`src/rtl/core/cch_tc_pkg.sv`:
```
package cch_tc_pkg;

	localparam int REQ_W   = 3;
	localparam int IDX_W   = 13;
	localparam int HEAD_W  = 10;
	localparam int WIN_W   = 32;
	localparam int VC_W    = 11;
	localparam int QDEPTH  = 4;
	localparam int QPTR_W  = 2;

	localparam logic [REQ_W-1:0] REQ_LOAD_OFF  = 3'd0;
	localparam logic [REQ_W-1:0] REQ_LOAD_EDGE = 3'd1;
	localparam logic [REQ_W-1:0] REQ_RUN       = 3'd2;
	localparam logic [REQ_W-1:0] REQ_READ      = 3'd3;

	typedef enum logic [1:0] {
		OP_LOAD_OFF  = 2'd0,
		OP_LOAD_EDGE = 2'd1,
		OP_RUN       = 2'd2,
		OP_READ      = 2'd3
	} op_t;

	typedef struct packed {
		op_t               op;
		logic              idx_ok;
		logic [IDX_W-1:0]  idx;
		logic [IDX_W-1:0]  offset;
		logic [HEAD_W-1:0] head;
		logic [WIN_W-1:0]  upw;
		logic [WIN_W-1:0]  dnw;
	} cmd_t;

	typedef struct packed {
		logic clearing;
	} back_stat_t;

endpackage

```
`src/rtl/core/cch_tc_front.sv`:
```
module cch_tc_front #(
	parameter int MAX_VERTICES = 1024,
	parameter int MAX_EDGES    = 4096
) (
	input  logic                           clk,
	input  logic                           arst_n,
	input  logic                           push,
	output logic                           full,
	input  logic [cch_tc_pkg::REQ_W-1:0]   req_type,
	input  logic [cch_tc_pkg::IDX_W-1:0]   item_index,
	input  logic [cch_tc_pkg::IDX_W-1:0]   offset_value,
	input  logic [cch_tc_pkg::HEAD_W-1:0]  edge_head,
	input  logic [cch_tc_pkg::WIN_W-1:0]   up_weight_in,
	input  logic [cch_tc_pkg::WIN_W-1:0]   down_weight_in,
	input  cch_tc_pkg::back_stat_t         stat,
	output logic                           cmd_valid,
	output cch_tc_pkg::cmd_t               cmd,
	input  logic                           cmd_pop
);

	cch_tc_pkg::cmd_t                    q_q [cch_tc_pkg::QDEPTH];
	logic [cch_tc_pkg::QPTR_W-1:0]       wptr_q, rptr_q;
	logic [cch_tc_pkg::QPTR_W:0]         cnt_q;
	cch_tc_pkg::cmd_t                    new_cmd;
	logic                                known;
	logic                                acc;
	logic                                deq;

	always_comb begin
		new_cmd        = '0;
		known          = 1'b1;
		new_cmd.idx    = item_index;
		new_cmd.offset = offset_value;
		new_cmd.head   = edge_head;
		new_cmd.upw    = up_weight_in;
		new_cmd.dnw    = down_weight_in;
		new_cmd.op     = cch_tc_pkg::OP_RUN;
		case (req_type)
			cch_tc_pkg::REQ_LOAD_OFF: begin
				new_cmd.op     = cch_tc_pkg::OP_LOAD_OFF;
				new_cmd.idx_ok = 32'(item_index) <= 32'(MAX_VERTICES);
			end
			cch_tc_pkg::REQ_LOAD_EDGE: begin
				new_cmd.op     = cch_tc_pkg::OP_LOAD_EDGE;
				new_cmd.idx_ok = 32'(item_index) < 32'(MAX_EDGES);
			end
			cch_tc_pkg::REQ_RUN: begin
				new_cmd.op = cch_tc_pkg::OP_RUN;
			end
			cch_tc_pkg::REQ_READ: begin
				new_cmd.op     = cch_tc_pkg::OP_READ;
				new_cmd.idx_ok = 32'(item_index) < 32'(MAX_EDGES);
			end
			default: begin
				known = 1'b0;
			end
		endcase
	end

	assign full      = stat.clearing || (32'(cnt_q) == 32'(cch_tc_pkg::QDEPTH));
	assign acc       = push && !full;
	assign cmd_valid = cnt_q != '0;
	assign cmd       = q_q[rptr_q];
	assign deq       = cmd_pop && cmd_valid;

	always_ff @(posedge clk) begin
		if (acc && known) begin
			q_q[wptr_q] <= new_cmd;
		end
	end

	always_ff @(posedge clk or negedge arst_n) begin
		if (!arst_n) begin
			wptr_q <= '0;
			rptr_q <= '0;
			cnt_q  <= '0;
		end else begin
			if (acc && known) begin
				wptr_q <= wptr_q + 1'b1;
			end
			if (deq) begin
				rptr_q <= rptr_q + 1'b1;
			end
			if ((acc && known) && !deq) begin
				cnt_q <= cnt_q + 1'b1;
			end else if (!(acc && known) && deq) begin
				cnt_q <= cnt_q - 1'b1;
			end
		end
	end

endmodule

```
`config.mk`:
```
export PLATFORM = sky130hd
export DESIGN_NAME = cch_tc_front
export DESIGN_NICKNAME = d
export VERILOG_FILES = /design/src/rtl/core/cch_tc_pkg.sv /design/src/rtl/core/cch_tc_front.sv
export SDC_FILE = /design/constraint.sdc
export NUM_CORES = 1
export LEC_CHECK = 0
export ABC_AREA = 1
export BUFFER_PORTS_ARGS = -buffer_cell sky130_fd_sc_hd__buf_2
export CORE_MARGIN = 3
export CORE_UTILIZATION = 45
export DETAILED_ROUTE_END_ITERATION = 16
export GPL_TIMING_DRIVEN = 0
export HOLD_SLACK_MARGIN = 0.06
export SYNTH_ARGS = -nofsm -noshare
export SYNTH_HDL_FRONTEND = slang
export SYNTH_SLANG_ARGS = --single-unit
```
`constraint.sdc`:
```
create_clock -name clk -period 8.3 [get_ports clk]
set_clock_uncertainty 0.05 [all_clocks]
set_input_delay 1.245 -clock clk [delete_from_list [all_inputs] [get_ports clk]]
set_output_delay 1.245 -clock clk [all_outputs]
set_load 0.02 [all_outputs]
```
=== Word level (Yosys, flattened, before mapping) ===
Memory sizes are Yosys's and may differ from the RTL's.
Cells that the tools add are included.

* Flip-flop bits (word level): 7
* Logic and storage cells: 35
* Bits in writable memories: 412
* Memories: 1

{| class="wikitable"
|+ Memories
! name !! depth !! width !! rd ports !! clocked after memory_dff !! wr ports !! line !! RTL
|-
| q_q || 4 || 103 || 1 || 0 || 1 || cch_tc_front.sv:21 || <nowiki>cch_tc_pkg::cmd_t q_q [cch_tc_pkg::QDEPTH];</nowiki>
|}

* Eq/ne operators: 4
* Reduce and logical (&&, ||, !) cells: 14
* Add/subtract/negate cells: 4
* Multiplexer cells: 7
* $lt $le $gt $ge: 2

{| class="wikitable"
|+ Operators by type and width
! cell !! number
|-
| 13-bit by 11-bit less-or-equal comparator with 1-bit output (second input constant) || 1
|-
| 13-bit < comparator (second input constant) || 1
|-
| 3-bit by 2-bit equality test with 1-bit output (second input constant) || 2
|-
| 3-bit two-way mux || 2
|-
| 2-bit case mux with 3 select lines || 1
|-
| 1-bit logical AND || 5
|-
| 2-bit by 1-bit adder with 2-bit output (second input constant) || 2
|-
| 4-bit OR reduction || 1
|-
| 3-bit by 1-bit adder with 3-bit output (second input constant) || 1
|-
| 3-bit by 1-bit equality test with 1-bit output (second input constant) || 1
|-
| 3-bit equality test (second input constant) || 1
|-
| 1-bit logical NOT || 3
|-
| 3-bit logical NOT || 1
|-
| 1-bit two-way mux || 3
|-
| 3-bit nonzero test || 1
|-
| 3-bit by 1-bit subtractor with 3-bit output (second input constant) || 1
|-
| 1-bit case mux with 2 select lines || 1
|-
| 2-bit nonzero test || 1
|-
| 2-bit OR reduction || 1
|-
| 1-bit logical OR || 1
|}

=== Logic depth before layout (Yosys ltp) ===
* Word-level depth: 9
* Mapped depth: 10
* Gate-level depth less buffers: 10

=== Least setup slack after synthesis ===
OpenSTA, ideal clock, no wires.

* Path type: input -> register
* From: input push
* To: memory q_q[0][0] (netlist name), enable pin
* Required time: 7.684 ns
* Stages on the path: 4
* Path buffers: 0
* Library setup time: 0.566 ns
* Path slack: 1.835 ns
* Data arrival time: 5.849 ns
* Cells stage by stage: inv_1 > nor2_1 > nand3_1 > nor2_1

* Word-level cells in the longest chain between the ends: 4

{| class="wikitable"
|+ RTL lines
! what !! line !! RTL
|-
| start: declaration || cch_tc_front.sv:7 || <nowiki>input logic push,</nowiki>
|-
| 1-bit logical AND || cch_tc_front.sv:61 || <nowiki>assign acc = push && !full;</nowiki>
|-
| 1-bit logical AND || cch_tc_front.sv:67 || <nowiki>if (acc && known) begin</nowiki>
|-
| 1-bit two-way mux || cch_tc_front.sv:67 ||
|-
| 1-bit two-way mux (implied by the code) || cch_tc_front.sv:68 || <nowiki>q_q[wptr_q] <= new_cmd;</nowiki>
|-
| end: declaration || cch_tc_front.sv:21 ||
|}

Every way passes these cells.

==> impl_metrics.prom <==
# TYPE chip_impl_metric gauge
chip_impl_info{name="run_status",value="finished, final reports clean"} 1
chip_impl_info{name="most_common_cell_after_layout_fill_and_taps_aside",value="edfxtp_1"} 1
chip_impl_metric{name="cp.arrival",unit="ns"} 2.48
chip_impl_metric{name="dp.cells",unit=""} 1738
chip_impl_metric{name="first_pass_iters",unit=""} 5
chip_impl_metric{name="grt_use_total",unit="%"} 20.1
chip_impl_metric{name="tightestPinTransition",unit="ns"} 0.605
chip_impl_metric{name="viasPerCell",unit=""} 5.26
chip_impl_metric{name="rows",unit=""} 67
chip_impl_metric{name="yosysUniqueCellTypes",unit=""} 23
chip_impl_metric{name="place.gp.congestion",unit=""} 0.721
chip_impl_metric{name="synth_simple_gate_area_share",unit="%"} 5.63
chip_impl_metric{name="count_of_yosys_warnings_during_synthesis",unit=""} 0
chip_impl_info{name="combinational_family_with_the_most_area_after_synthesis",value="compound AO/OA/AOI/OAI gates"} 1
chip_impl_metric{name="avgSynthCellArea",unit="um2"} 14.8
chip_impl_metric{name="synth_seq_area_share",unit="%"} 79.8
chip_impl_metric{name="fp.coreArea",unit="um2"} 34000
chip_impl_metric{name="vdd.ir_drop.worst",unit="uV"} 186
chip_impl_metric{name="drc",unit=""} 0
chip_impl_metric{name="synth_fp_nets",unit=""} 1176
chip_impl_info{name="rsz0062_at_grt",value="no"} 1
chip_impl_metric{name="grt_max_degree",unit=""} 29
chip_impl_metric{name="global_route_wire_length_before_repair",unit="mm"} 56.2
chip_impl_metric{name="die_x",unit="um"} 193
chip_impl_metric{name="clock_power_share",unit="%"} 27.2
chip_impl_metric{name="power.share.switching",unit="%"} 36.9
chip_impl_metric{name="cts_max_path_buffers",unit=""} 3
chip_impl_metric{name="ctsResizeCount",unit=""} 0
chip_impl_metric{name="clock_tree.htree_level_count",unit=""} 2
chip_impl_info{name="final_cell_mix",value="412 x edfxtp_1, 218 x buf_2, 214 x nor2_1"} 1
chip_impl_metric{name="whs_path_depth",unit=""} 1
chip_impl_metric{name="synth_adder_area_share",unit="%"} 0.525
chip_impl_metric{name="reg2reg_depth",unit=""} 7
chip_impl_metric{name="finalHoldViolCount",unit=""} 0
chip_impl_metric{name="timing_max_transition_violations_final",unit=""} 0
chip_impl_metric{name="cts.sink_count",unit=""} 419
chip_impl_metric{name="dp.final_hpwl",unit="mm"} 23.5
chip_impl_metric{name="post-route-cell-area",unit="um2"} 19100
chip_impl_metric{name="cellInternalPower",unit="W"} 0.00432
chip_impl_metric{name="timing.slew.headroom",unit="%"} 59.6
chip_impl_info{name="min_path_type",value="flip-flop to flip-flop"} 1
chip_impl_metric{name="drtIter0Drc",unit=""} 543
chip_impl_metric{name="critical_path_required",unit="ns"} 7.01
chip_impl_metric{name="wirelength",unit="mm"} 37.4
chip_impl_metric{name="area_growth",unit="%"} 21.4
chip_impl_metric{name="ys_ff_latch",unit=""} 419
chip_impl_metric{name="effective_utilization_at_floorplan",unit="%"} 46.3
chip_impl_metric{name="cts_buffers",unit=""} 44
chip_impl_metric{name="min_period",unit="ns"} 3.77
chip_impl_metric{name="timing.critical_path.fanout_max",unit=""} 10
chip_impl_metric{name="finalNetCount",unit=""} 1450
chip_impl_metric{name="synth.area.mux_share",unit="%"} 0
chip_impl_info{name="critical_path.startpoint_type",value="flip-flop"} 1
chip_impl_metric{name="ant_nets",unit=""} 0
chip_impl_metric{name="powerDensity",unit="nW/um2"} 358
chip_impl_metric{name="cts_hold_repair.buffers",unit=""} 0
chip_impl_info{name="ys_dominant_reg_cell",value="edfxtp_1"} 1
chip_impl_metric{name="synth_compound_gate_area_share",unit="%"} 10.8
chip_impl_metric{name="maxCapViolCount",unit=""} 0
chip_impl_metric{name="finish.cell_count_without_fillers",unit=""} 1818
chip_impl_metric{name="setup-violations-final",unit=""} 0
chip_impl_metric{name="route.vias.total",unit=""} 9555
chip_impl_metric{name="post-route-period-util",unit="%"} 45.5
chip_impl_metric{name="seq_power_share",unit="%"} 36.4
chip_impl_metric{name="design.die.area",unit="um2"} 37200
chip_impl_metric{name="num_io_pins",unit=""} 213
chip_impl_metric{name="clkLatencyLatePin",unit="ns"} 0.52
chip_impl_metric{name="grt_pass1_vias",unit=""} 9621
chip_impl_metric{name="syn-cell-area",unit="um2"} 15700
chip_impl_metric{name="floorplan.die.height",unit="um"} 193
chip_impl_info{name="tritoncts",value="built"} 1
chip_impl_metric{name="antenna_found_initial",unit=""} 10
chip_impl_info{name="cts_root_buffer",value="clkbuf_16"} 1
chip_impl_metric{name="dpl-instance-area",unit="um2"} 17700
chip_impl_metric{name="post_route_cells_drive_above_1_share",unit="%"} 23.3
chip_impl_metric{name="synth-edff-count",unit=""} 412
chip_impl_metric{name="power_frac_comb",unit="%"} 36.4
chip_impl_metric{name="achievable-frequency",unit="MHz"} 265
chip_impl_info{name="setup.worst_path.class",value="flip-flop to output pin"} 1
chip_impl_metric{name="cts_setup_buffers",unit=""} 0
chip_impl_metric{name="power_switching",unit="W"} 0.00252
chip_impl_metric{name="buffer_ports.inserted",unit=""} 212
chip_impl_metric{name="leakage",unit="nW"} 6.58
chip_impl_metric{name="synth-async-reset-ratio",unit="%"} 1.67
chip_impl_metric{name="synth_xor_xnor_area_share",unit="%"} 0.279
chip_impl_metric{name="grt_overflow_total",unit=""} 0
chip_impl_metric{name="synthesis.instances",unit=""} 1062
chip_impl_metric{name="wire_per_inst",unit="um"} 20.6
chip_impl_info{name="worst_setup_path_end_kind",value="output pin"} 1
chip_impl_metric{name="clock_pin_slew_reported_for_the_worst_setup_and_hold_paths_after_clock_tree_synthesis",unit="ns"} 0.06
==> power groups by stage <==
stage          clock network, W  logic (W)  registers (W)
2_1_floorplan                 0    0.00153        0.00255
3_3_place_gp                  0    0.00247        0.00257
3_5_place_dp                  0    0.00253        0.00253
4_1_cts                 0.00190    0.00254        0.00249
5_1_grt                 0.00199    0.00274        0.00250
6_report                0.00186    0.00249        0.00249
==> logic make-up after synthesis <==
logic type | count (synthesis)
AND/OR/NAND/NOR | 233
flip-flops | 419
AO/OA/AOI/OAI | 314
adder cells (fa/ha/maj) | 6
XOR/XNOR | 5
buffers and inverters | 85
==> area by class of cell <==
| class | instances | area (um2) |
|---|---|---|
| diodes | 2 | 5.00 |
| inverters | 18 | 75.1 |
| fillers | 2767 | 14900 |
| well taps | 448 | 561 |
| clock buffers | 55 | 1200 |
| clock inverters | 23 | 180 |
| multi-input cells | 558 | 2740 |
| plain buffers | 67 | 379 |
| flip-flops and latches | 419 | 12500 |
| repair buffers | 228 | 1390 |
==> state kept, by name, indices dropped and copies added (netlist names) <==
name / count
q_q: 412
cnt_q: 3
rptr_q: 2
wptr_q: 2
==> per-layer routing <==
metal	share of wire (%)	global-route usage, %	vias to the layer above
met5	0.25	0	-
met4	1.8	4.99	14
met3	8.0	5.92	66
met2	49	33.7	259
met1	41	25.7	4650
li1	-	-	4566
==> synthesized netlist by cell type, types with 6 or more instances <==
| cell type | instances | area (um2) |
|---|---|---|
| edfxtp_1 | 412 | 12400 |
| nor2_1 | 218 | 818 |
| o21ai_0 | 182 | 911 |
| o22ai_1 | 103 | 644 |
| clkbuf_1 | 42 | 158 |
| o21ai_1 | 26 | 130 |
| inv_1 | 17 | 63.8 |
| buf_6 | 11 | 124 |
| nand2_1 | 8 | 30.0 |
| buf_4 | 7 | 52.6 |
| dfrtp_1 | 7 | 175 |
| buf_2 | 6 | 30.0 |
==> critical path: stages (launching register included) <==
cell,delay [ns]
dfrtp_1,0.43
inv_1,0.21
buf_4,0.26
clkbuf_1,0.40
o21ai_0,0.18
o22ai_1,0.25
buf_2,0.22
==> metrics by stage <==
step / worst slack [ns] / util [%] / setup TNS, ns / hold slack (ns) / total power [W]
floorplan: 1.84 / - / 0 / 0.453 / 0.00408
global placement: -1.98 / 51.1 / -769.76 / 0.479 / 0.00504
detailed placement: 4.89 / 52.1 / 0 / 0.492 / 0.00506
CTS: 4.45 / 56.2 / 0 / 0.482 / 0.00693
global route: 4.26 / 56.2 / 0 / 0.484 / 0.00724
finish: 4.53 / 56.2 / 0 / 0.493 / 0.00684
==> path summary, 6_finish.rpt <==
path | startpoint | to | slack, ns
setup / recovery | rptr_q[1]$_DFFE_PN0P_ | cmd[69] | 4.53
hold / removal | cnt_q[0]$_DFFE_PN0P_ | cnt_q[0]$_DFFE_PN0P_ | 0.49
setup reg to reg | cnt_q[0]$_DFFE_PN0P_ | q_q[2][77]$_DFFE_PP_ | 5.86
hold reg to reg | cnt_q[0]$_DFFE_PN0P_ | cnt_q[0]$_DFFE_PN0P_ | 0.49
max in group asynchronous | arst_n | rptr_q[1]$_DFFE_PN0P_ | 7.54
min in group asynchronous | arst_n | cnt_q[1]$_DFFE_PN0P_ | 0.50
Power figures use the tool's default switching activity.
